--- config.mk ---
export PLATFORM = sky130hd
export DESIGN_NAME = round_robin_sleep_scheduler
export DESIGN_NICKNAME = d
export VERILOG_FILES = /design/src/sv/rrs_pkg.sv /design/src/sv/rrs_cell.sv /design/src/sv/rrs_ctrl.sv /design/src/sv/round_robin_sleep_scheduler.sv
export SDC_FILE = /design/constraint.sdc
export NUM_CORES = 2
export LEC_CHECK = 0
export BUFFER_PORTS_ARGS = -buffer_cell sky130_fd_sc_hd__buf_2
export CORE_ASPECT_RATIO = 0.75
export CORE_MARGIN = 5
export CORE_UTILIZATION = 35
export CTS_BUF_LIST = sky130_fd_sc_hd__clkbuf_8
export DETAILED_ROUTE_END_ITERATION = 8
export GPL_ROUTABILITY_DRIVEN = 0
export HOLD_SLACK_MARGIN = 0.05
export PLACE_DENSITY = 0.56
export SLEW_MARGIN = 20
export SYNTH_ARGS = -nofsm -noshare
export SYNTH_HDL_FRONTEND = slang
export SYNTH_SLANG_ARGS = --single-unit
--- constraint.sdc ---
create_clock -name clk -period 14.8 [get_ports clk]
set_clock_uncertainty 0.2 [all_clocks]
set_input_delay 0.74 -clock clk [delete_from_list [all_inputs] [get_ports clk]]
set_output_delay 0.74 -clock clk [all_outputs]
set_load 0.005 [all_outputs]
--- src/sv/rrs_pkg.sv ---
// Package for the round-robin sleep scheduler: slot state codes, action
// codes, field widths and the command bus shared by the controller and cells.
// No dependencies.
`timescale 1ns / 1ps
`default_nettype none

package rrs_pkg;

  // Field widths
  localparam int ACT_W      = 3;
  localparam int SLOT_W     = 4;
  localparam int STATE_W    = 3;
  localparam int DUR_W      = 32;
  localparam int TICK_W     = 32;

  // Default number of process slots
  localparam int NUM_SLOTS_DEF = 16;

  // Slot state codes
  typedef enum logic [STATE_W-1:0] {
    ST_FREE     = 3'd0,
    ST_BLOCKED  = 3'd1,
    ST_RUNNABLE = 3'd2,
    ST_SLEEPING = 3'd3,
    ST_BROKEN   = 3'd4
  } slot_st_t;

  // Action codes
  localparam logic [ACT_W-1:0] ACT_TICK  = 3'd0;
  localparam logic [ACT_W-1:0] ACT_PICK  = 3'd1;
  localparam logic [ACT_W-1:0] ACT_SLEEP = 3'd2;
  localparam logic [ACT_W-1:0] ACT_SET   = 3'd3;
  localparam logic [ACT_W-1:0] ACT_CLAIM = 3'd4;
  localparam logic [ACT_W-1:0] ACT_KILL  = 3'd5;

  // Controller states
  typedef enum logic [1:0] {
    S_IDLE,
    S_SCAN,
    S_EMIT
  } ctrl_st_t;

  // Broadcast command bus from the controller to every cell
  typedef struct packed {
    logic              scan_on;    // token holder evaluates this cycle
    logic              scan_load;  // place the token at the start cell
    logic              scan_step;  // pass the token to the next cell
    logic              claim;      // scan looks for a free slot, else runnable
    logic              wr_sleep;   // put the selected slot to sleep
    logic              wr_set;     // overwrite the selected slot's state
    logic              wr_kill;    // free the selected slot if it is live
    slot_st_t          set_state;
    logic [DUR_W-1:0]  duration;
    logic [TICK_W-1:0] tick;
  } cell_cmd_t;

endpackage

`default_nettype wire

--- src/sv/rrs_cell.sv ---
// One process slot of the scheduler: state code, sleep record and scan token.
// The token moves to the next cell each scan step. Depends on rrs_pkg.
`timescale 1ns / 1ps
`default_nettype none

module rrs_cell (
  input  wire                  clk,
  input  wire                  rst_n,
  input  rrs_pkg::cell_cmd_t   cmd,
  input  wire                  sel,
  input  wire                  start,
  input  wire                  token_in,
  output logic                 token_out,
  output logic                 hit,
  output rrs_pkg::slot_st_t    state_out
);

  rrs_pkg::slot_st_t              state_r, state_nxt;
  logic                           token_r, token_nxt;
  logic [rrs_pkg::TICK_W-1:0]     start_r;
  logic [rrs_pkg::DUR_W-1:0]      len_r;
  logic [rrs_pkg::TICK_W-1:0]     elapsed;
  logic                           woke;

  // Check whether the sleep has run out (ticks counted modulo 2^32)
  assign elapsed = cmd.tick - start_r;
  assign woke    = (state_r == rrs_pkg::ST_SLEEPING) && (elapsed >= len_r);

  // Report a hit when this cell holds the token and matches the scan
  always_comb begin
    hit = 1'b0;
    if (cmd.scan_on && token_r) begin
      if (cmd.claim) begin
        hit = (state_r == rrs_pkg::ST_FREE);
      end else begin
        hit = (state_r == rrs_pkg::ST_RUNNABLE) || woke;
      end
    end
  end

  // Update the state code
  always_comb begin
    state_nxt = state_r;
    if (hit) begin
      state_nxt = rrs_pkg::ST_RUNNABLE;
    end else if (sel) begin
      if (cmd.wr_sleep) begin
        state_nxt = rrs_pkg::ST_SLEEPING;
      end else if (cmd.wr_set) begin
        state_nxt = cmd.set_state;
      end else if (cmd.wr_kill && ((state_r == rrs_pkg::ST_BLOCKED) ||
                                   (state_r == rrs_pkg::ST_RUNNABLE) ||
                                   (state_r == rrs_pkg::ST_SLEEPING))) begin
        state_nxt = rrs_pkg::ST_FREE;
      end
    end
  end

  // Load or pass the scan token
  always_comb begin
    token_nxt = token_r;
    if (cmd.scan_load) begin
      token_nxt = start;
    end else if (cmd.scan_step) begin
      token_nxt = token_in;
    end
  end

  always_ff @(posedge clk) begin
    if (!rst_n) begin
      state_r <= rrs_pkg::ST_FREE;
      token_r <= 1'b0;
    end else begin
      state_r <= state_nxt;
      token_r <= token_nxt;
    end
  end

  // Record the sleep start and length
  always_ff @(posedge clk) begin
    if (sel && cmd.wr_sleep) begin
      start_r <= cmd.tick;
      len_r   <= cmd.duration;
    end
  end

  assign token_out = token_r;
  assign state_out = state_r;

endmodule

`default_nettype wire

--- src/sv/rrs_ctrl.sv ---
// Controller of the scheduler: handshakes, tick counter, scan sequencing and
// the output register. Drives the command bus of the cell row. Depends on rrs_pkg.
`timescale 1ns / 1ps
`default_nettype none

module rrs_ctrl #(
  parameter int NUM_SLOTS = rrs_pkg::NUM_SLOTS_DEF,
  parameter int IDX_W     = $clog2(NUM_SLOTS)
) (
  input  wire                          clk,
  input  wire                          rst_n,
  input  wire                          in_valid,
  output logic                         in_stall,
  input  wire [rrs_pkg::ACT_W-1:0]     in_action,
  input  wire [rrs_pkg::SLOT_W-1:0]    in_slot,
  input  wire [rrs_pkg::STATE_W-1:0]   in_new_state,
  input  wire [rrs_pkg::DUR_W-1:0]     in_duration,
  output logic                         out_valid,
  input  wire                          out_stall,
  output logic                         out_status,
  output logic [rrs_pkg::SLOT_W-1:0]   out_chosen_slot,
  output rrs_pkg::cell_cmd_t           cmd,
  output logic [IDX_W-1:0]             tgt_idx,
  output logic                         tgt_inr,
  output logic [IDX_W-1:0]             start_idx,
  input  rrs_pkg::slot_st_t            tgt_state,
  input  wire                          any_hit
);

  localparam int CMP_W = ((IDX_W > rrs_pkg::SLOT_W) ? IDX_W : rrs_pkg::SLOT_W) + 1;
  localparam int CNT_W = $clog2(NUM_SLOTS + 1);

  rrs_pkg::ctrl_st_t              state_r, state_nxt;
  logic [rrs_pkg::TICK_W-1:0]     tick_r, tick_nxt;
  logic [CNT_W-1:0]               cnt_r, cnt_nxt;
  logic [IDX_W-1:0]               idx_r, idx_nxt;
  logic                           claim_r, claim_nxt;
  logic [rrs_pkg::SLOT_W-1:0]     slot_r, slot_nxt;
  logic                           res_status_r, res_status_nxt;
  logic [rrs_pkg::SLOT_W-1:0]     res_slot_r, res_slot_nxt;
  logic                           out_valid_r, out_valid_nxt;
  logic                           out_status_r;
  logic [rrs_pkg::SLOT_W-1:0]     out_slot_r;
  logic                           in_fire;
  logic                           out_load;
  logic                           kill_ok;
  logic [CMP_W-1:0]               slot_mod;
  logic [CMP_W-1:0]               slot_inc;

  assign in_fire  = in_valid && (state_r == rrs_pkg::S_IDLE);
  assign in_stall = (state_r != rrs_pkg::S_IDLE);
  assign out_load = (state_r == rrs_pkg::S_EMIT) && (!out_valid_r || !out_stall);

  // Reduce the current slot modulo the slot count (slot is at most 15)
  always_comb begin
    slot_mod = CMP_W'(in_slot);
    for (int k = 0; k < 8; k++) begin
      if (slot_mod >= CMP_W'(NUM_SLOTS)) begin
        slot_mod = slot_mod - CMP_W'(NUM_SLOTS);
      end
    end
  end

  // Start the pick scan at the slot after the current one
  assign slot_inc = slot_mod + CMP_W'(1);

  always_comb begin
    if (in_action == rrs_pkg::ACT_CLAIM) begin
      start_idx = IDX_W'(1);
    end else if (slot_inc == CMP_W'(NUM_SLOTS)) begin
      start_idx = '0;
    end else begin
      start_idx = IDX_W'(slot_inc);
    end
  end

  // Decode the target slot of sleep, set state and kill
  assign tgt_inr = CMP_W'(in_slot) < CMP_W'(NUM_SLOTS);
  assign tgt_idx = IDX_W'(in_slot);
  assign kill_ok = tgt_inr && ((tgt_state == rrs_pkg::ST_BLOCKED) ||
                               (tgt_state == rrs_pkg::ST_RUNNABLE) ||
                               (tgt_state == rrs_pkg::ST_SLEEPING));

  // Next state
  always_comb begin
    state_nxt = state_r;
    case (state_r)
      rrs_pkg::S_IDLE: begin
        if (in_fire) begin
          if ((in_action == rrs_pkg::ACT_PICK) || (in_action == rrs_pkg::ACT_CLAIM)) begin
            state_nxt = rrs_pkg::S_SCAN;
          end else begin
            state_nxt = rrs_pkg::S_EMIT;
          end
        end
      end
      rrs_pkg::S_SCAN: begin
        if (any_hit || (cnt_r == CNT_W'(1))) begin
          state_nxt = rrs_pkg::S_EMIT;
        end
      end
      rrs_pkg::S_EMIT: begin
        if (out_load) begin
          state_nxt = rrs_pkg::S_IDLE;
        end
      end
      default: state_nxt = rrs_pkg::S_IDLE;
    endcase
  end

  // Outputs: command bus, scan counters and result
  always_comb begin
    cmd            = '0;
    cmd.tick       = tick_r;
    cmd.duration   = in_duration;
    cmd.set_state  = rrs_pkg::slot_st_t'(in_new_state);
    cmd.claim      = claim_r;
    tick_nxt       = tick_r;
    cnt_nxt        = cnt_r;
    idx_nxt        = idx_r;
    claim_nxt      = claim_r;
    slot_nxt       = slot_r;
    res_status_nxt = res_status_r;
    res_slot_nxt   = res_slot_r;
    out_valid_nxt  = out_valid_r && out_stall;
    case (state_r)
      rrs_pkg::S_IDLE: begin
        if (in_fire) begin
          slot_nxt       = in_slot;
          res_status_nxt = 1'b0;
          res_slot_nxt   = in_slot;
          idx_nxt        = start_idx;
          case (in_action)
            rrs_pkg::ACT_TICK: begin
              tick_nxt = tick_r + rrs_pkg::TICK_W'(1);
            end
            rrs_pkg::ACT_PICK: begin
              cmd.scan_load = 1'b1;
              claim_nxt     = 1'b0;
              cnt_nxt       = CNT_W'(NUM_SLOTS);
            end
            rrs_pkg::ACT_SLEEP: begin
              cmd.wr_sleep = 1'b1;
            end
            rrs_pkg::ACT_SET: begin
              cmd.wr_set = (in_new_state <= rrs_pkg::STATE_W'(rrs_pkg::ST_BROKEN));
            end
            rrs_pkg::ACT_CLAIM: begin
              cmd.scan_load = 1'b1;
              claim_nxt     = 1'b1;
              cnt_nxt       = CNT_W'(NUM_SLOTS - 1);
            end
            rrs_pkg::ACT_KILL: begin
              cmd.wr_kill    = 1'b1;
              res_status_nxt = !kill_ok;
            end
            default: begin
            end
          endcase
        end
      end
      rrs_pkg::S_SCAN: begin
        cmd.scan_on = 1'b1;
        if (any_hit) begin
          res_status_nxt = 1'b0;
          res_slot_nxt   = rrs_pkg::SLOT_W'(idx_r);
        end else begin
          cmd.scan_step  = 1'b1;
          res_status_nxt = 1'b1;
          res_slot_nxt   = slot_r;
          cnt_nxt        = cnt_r - CNT_W'(1);
          if (idx_r == IDX_W'(NUM_SLOTS - 1)) begin
            idx_nxt = '0;
          end else begin
            idx_nxt = idx_r + IDX_W'(1);
          end
        end
      end
      rrs_pkg::S_EMIT: begin
        if (out_load) begin
          out_valid_nxt = 1'b1;
        end
      end
      default: begin
      end
    endcase
  end

  always_ff @(posedge clk) begin
    if (!rst_n) begin
      state_r     <= rrs_pkg::S_IDLE;
      tick_r      <= rrs_pkg::TICK_W'(1);
      out_valid_r <= 1'b0;
      cnt_r       <= '0;
      idx_r       <= '0;
      claim_r     <= 1'b0;
    end else begin
      state_r     <= state_nxt;
      tick_r      <= tick_nxt;
      out_valid_r <= out_valid_nxt;
      cnt_r       <= cnt_nxt;
      idx_r       <= idx_nxt;
      claim_r     <= claim_nxt;
    end
  end

  // Hold the pending result and the output payload
  always_ff @(posedge clk) begin
    slot_r       <= slot_nxt;
    res_status_r <= res_status_nxt;
    res_slot_r   <= res_slot_nxt;
    if (out_load) begin
      out_status_r <= res_status_r;
      out_slot_r   <= res_slot_r;
    end
  end

  assign out_valid       = out_valid_r;
  assign out_status      = out_status_r;
  assign out_chosen_slot = out_slot_r;

endmodule

`default_nettype wire

--- src/sv/round_robin_sleep_scheduler.sv ---
// Round-robin sleep scheduler: a ring of NUM_SLOTS slot cells and its controller.
// Each item takes one transfer in and gives one result. Tick, sleep, set state,
// kill and unused actions go from idle to the emit state, where the result
// register loads once the output is free. Pick and claim pass a token around
// the cell ring, one slot per cycle, before the emit state; a pick visits at
// most NUM_SLOTS slots and a claim at most NUM_SLOTS - 1. A new item is
// accepted the cycle after the previous result enters the output register,
// even if that result is still stalled.
// Depends on rrs_pkg, rrs_ctrl and rrs_cell.
`timescale 1ns / 1ps
`default_nettype none

module round_robin_sleep_scheduler #(
  parameter int NUM_SLOTS = rrs_pkg::NUM_SLOTS_DEF
) (
  input  wire                          clk,
  input  wire                          rst_n,
  input  wire                          in_valid,
  output logic                         in_stall,
  input  wire [rrs_pkg::ACT_W-1:0]     in_action,
  input  wire [rrs_pkg::SLOT_W-1:0]    in_slot,
  input  wire [rrs_pkg::STATE_W-1:0]   in_new_state,
  input  wire [rrs_pkg::DUR_W-1:0]     in_duration,
  output logic                         out_valid,
  input  wire                          out_stall,
  output logic                         out_status,
  output logic [rrs_pkg::SLOT_W-1:0]   out_chosen_slot
);

  localparam int IDX_W = $clog2(NUM_SLOTS);

  rrs_pkg::cell_cmd_t            cmd;
  logic [IDX_W-1:0]              tgt_idx;
  logic                          tgt_inr;
  logic [IDX_W-1:0]              start_idx;
  rrs_pkg::slot_st_t             tgt_state;
  logic                          any_hit;
  logic [NUM_SLOTS-1:0]          sel;
  logic [NUM_SLOTS-1:0]          start;
  logic [NUM_SLOTS-1:0]          token;
  logic [NUM_SLOTS-1:0]          hit;
  rrs_pkg::slot_st_t             cell_state [NUM_SLOTS];

  rrs_ctrl #(
    .NUM_SLOTS (NUM_SLOTS),
    .IDX_W     (IDX_W)
  ) u_ctrl (
    .clk             (clk),
    .rst_n           (rst_n),
    .in_valid        (in_valid),
    .in_stall        (in_stall),
    .in_action       (in_action),
    .in_slot         (in_slot),
    .in_new_state    (in_new_state),
    .in_duration     (in_duration),
    .out_valid       (out_valid),
    .out_stall       (out_stall),
    .out_status      (out_status),
    .out_chosen_slot (out_chosen_slot),
    .cmd             (cmd),
    .tgt_idx         (tgt_idx),
    .tgt_inr         (tgt_inr),
    .start_idx       (start_idx),
    .tgt_state       (tgt_state),
    .any_hit         (any_hit)
  );

  // Build the ring of slot cells
  for (genvar i = 0; i < NUM_SLOTS; i++) begin : g_cell
    assign sel[i]   = tgt_inr && (tgt_idx == IDX_W'(i));
    assign start[i] = (start_idx == IDX_W'(i));

    rrs_cell u_cell (
      .clk       (clk),
      .rst_n     (rst_n),
      .cmd       (cmd),
      .sel       (sel[i]),
      .start     (start[i]),
      .token_in  (token[(i + NUM_SLOTS - 1) % NUM_SLOTS]),
      .token_out (token[i]),
      .hit       (hit[i]),
      .state_out (cell_state[i])
    );
  end

  assign any_hit = |hit;

  // Read the target slot's state for kill
  always_comb begin
    logic [rrs_pkg::STATE_W-1:0] acc;
    acc = '0;
    for (int i = 0; i < NUM_SLOTS; i++) begin
      acc = acc | ({rrs_pkg::STATE_W{sel[i]}} & cell_state[i]);
    end
    tgt_state = rrs_pkg::slot_st_t'(acc);
  end

endmodule

`default_nettype wire

==> impl_metrics.toml <==
[yosys]
synth.distinct_cells = 104
synth_most_common_cell = "inv_1"
yosys-top-cells-area = "edfxtp_1 (42%), ha_1 (17%), inv_1 (5.6%)"
ys_ff_latch = 1147
synth_edf_count = 1038
netlist_area_mm2 = 0.0742
avgSynthCellArea_um2 = 10.4
ys_warn_count = 0
synth_top_area_share_pct = 42.0
async_flop_share_pct = 0
synth_cells = 7121
synth_ff_type = "edfxtp_1"
synth_fp_nets = 8199
ys_seq_area_share_pct = 45.0
yosysTopAreaCell = "edfxtp_1"
synthTopCellsByCount = "inv_1 (1108), edfxtp_1 (1038), ha_1 (1016)"

[critical_path]
critPathSlowestCell = "nor3_4"
critPathLaunchType = "register"
r2r_end = "u_ctrl.state_r[0]"
slowest_delay_ns = 0.66
path_common_cell = "a211oi_1"
path_class = "reg -> reg"
r2r-start = "u_ctrl.tick_r[0]"
crit_arrival_ns = 8.87
critPathMaxFanout = 20
reg2reg_slack_ns = 6.59
end_kind = "register"
worstPathRequired_ns = 15.46
reg2reg_depth = 30
critPathBufInv = 5
worst_path_dominant_cell_family = "compound AO/OA/AOI/OAI gates"

[cts]
cts_setup_buffers = 0
cts_sinks = 1147
cts_buffers = 196
clock_latency_ns = 0.92
cts_tree = "done"
clock_path_buffers = 4
path_clk_slew_ns = 0.06
cts_root_buf = "clkbuf_8"
htreeDepth = 4

[finish]
fin_util_pct = 38.9
nFillCells = 20600
syn_to_final_growth_pct = 10.7
final_nets = 8493
drive_gt1_share_pct = 6.60
instances_no_fill = 10400
design_area_mm2 = 0.0821

[hold_path]
holdCritStartpoint = "in_duration[0]"
hold_class = "in -> reg"
hold_depth = 1
hold-path-endpoint = "g_cell[1].u_cell.len_r[0]"

[grt]
grt-ovfl-total = 0
grt_usage_pct = 17.4
grt_antenna_before_repair = 24
grt_pass1_wl_um = 300000
grt_max_degree = 68
grt_pass1_vias = 52400

[detailed_routing]
wl_per_cell_um = 19.1
via_per_inst = 5.17
dr.pass1.iters = 5
vias = 53700
drtIter0Drc = 4441
wl_um = 199000
antenna_left = 0
drc = 0

[timing]
rsz0062_at_grt = "no"
setup_slack_ns = 6.59
maxSlewViolCount = 0
slew_headroom_pct = 23.5
finalSetupViolations = 0
tns_ns = 0
hold_ws_ns = 0.202
min_period_over_period_pct = 55.5
finalHoldViolCount = 0
fin_crit_ns = 8.21
fmax_mhz = 122
worst_pin_slew_ns = 1.13

[power_and_ir_drop]
p_leak_nw = 35.4
power_density_mw_per_mm2 = 78.8
p_total_mw = 6.47
ir_worst_vdd_uv = 72.4

[flow_run]
drv_cap = 0

[place]
dpl_cell_area_mm2 = 0.0784
place_ws_ns = 6.72
dp_cells = 10000
dp_hpwl_um = 140000
io_buffers = 52

[outcome]
status = "complete, no violations"

[floorplanning]
dieArea_mm2 = 0.221
die_w_um = 542
io_pins = 53
core_area_mm2 = 0.211
fp.dieH_um = 409
start_util_pct = 35.2
rows = 146
state kept, by name, indices dropped and copies added, names as in the netlist:
signal	count
g_cell.u_cell.token_out	16
u_ctrl.out_valid	1
u_ctrl.tick_r	32
u_ctrl.res_slot_r	4
u_ctrl.cnt_r	5
u_ctrl.idx_r	4
u_ctrl.state_r	2
u_ctrl.res_status_r	1
u_ctrl.out_status	1
g_cell.u_cell.len_r	512
g_cell.u_cell.state_out	48
u_ctrl.out_chosen_slot	4
u_ctrl.claim_r	1
u_ctrl.slot_r	4
g_cell.u_cell.start_r	512
report_power, final:
group          internal [mW]  switching, mW
clock                   1.36           1.38
combinational         0.0516          0.143
sequential              3.52         0.0142
worst max-delay path by stage:
| stage | startpoint | endpoint | slack [ns] | cells after the start |
|---|---|---|---|---|
| 6_report | u_ctrl.tick_r[0] | u_ctrl.state_r[0] | 6.59 | 30 |
| 2_1_floorplan | u_ctrl.tick_r[1] | g_cell[12].u_cell.token_out | 7.94 | 25 |
| 5_1_grt | u_ctrl.tick_r[0] | u_ctrl.state_r[0] | 6.04 | 28 |
| 3_5_place_dp | u_ctrl.tick_r[2] | g_cell[10].u_cell.token_out | 6.72 | 25 |
| 3_3_place_gp | u_ctrl.tick_r[2] | g_cell[10].u_cell.token_out | 6.74 | 25 |
| 4_1_cts | u_ctrl.tick_r[0] | u_ctrl.state_r[0] | 6.57 | 28 |
per-layer routing:
metal	track usage, %	part of all wire, %	vias up
li1	-	-	26300
met1	25.7	49	25600
met2	26.7	42	1520
met3	2.57	6.4	311
met4	4.09	2.2	0
met5	0	0	-
layout by cell type (no fill, tap or decap), types with 15 or more instances in the layout:
| cell | instances |
|---|---|
| and3_1 | 53 |
| xor2_1 | 150 |
| edfxtp_1 | 1038 |
| nand4_1 | 92 |
| a22oi_1 | 24 |
| nor2_1 | 452 |
| buf_4 | 87 |
| nand2b_1 | 57 |
| or3_1 | 25 |
| clkinv_1 | 45 |
| mux2i_1 | 28 |
| inv_1 | 1168 |
| a211oi_1 | 76 |
| o31a_1 | 16 |
| a21oi_1 | 576 |
| a31oi_1 | 47 |
| xnor2_1 | 325 |
| o21ai_0 | 289 |
| nand2_1 | 318 |
| clkbuf_8 | 212 |
| or2_2 | 15 |
| o31ai_1 | 28 |
| o211ai_1 | 33 |
| a21o_1 | 259 |
| fa_1 | 16 |
| ha_1 | 1016 |
| dfxtp_1 | 98 |
| and2_1 | 33 |
| buf_2 | 52 |
| nand3_1 | 143 |
| nor3_1 | 129 |
| a221oi_1 | 18 |
| o21bai_1 | 70 |
| clkinv_2 | 20 |
| and4_1 | 18 |
| o21a_1 | 93 |
| nor2b_1 | 92 |
| nor4_1 | 18 |
layout make-up:
| class | instances | area, um2 | share of cell area [%] |
|---|---|---|---|
| multi-input combinational | 4811 | 36500 | 44.4 |
| sequential | 1147 | 33400 | 40.6 |
| antenna | 11 | 27.5 | 0.0335 |
| clock inverter | 132 | 612 | 0.745 |
| tap | 2812 | 3520 | 4.29 |
| clock buffer | 212 | 2920 | 3.55 |
| inverter | 1109 | 4160 | 5.07 |
| timing repair buffer | 150 | 1030 | 1.26 |
what timing repair did:
| action | CTS | global route |
|---|---|---|
| hold endpoints to repair | 20 | 0 |
| gates resized for setup | 0 | 0 |
| hold buffers | 10 | 0 |
logic make-up (layout without fill, tap and decap cells):
family | Yosys count | in the layout | synth area share (%)
other | 0 | 11 | 0
AOI/OAI and AO/OA | 1751 | 1751 | 15.4
adders and majority gates | 1032 | 1032 | 17.6
DFF | 1147 | 1147 | 45.0
buffers and inverters | 1163 | 1603 | 5.98
xor gates and xnor gates | 475 | 475 | 5.61
and+or+nand+nor | 1518 | 1518 | 10.0
muxes | 35 | 35 | 0.489
Note: power is estimated with default switching activity, not from simulation.
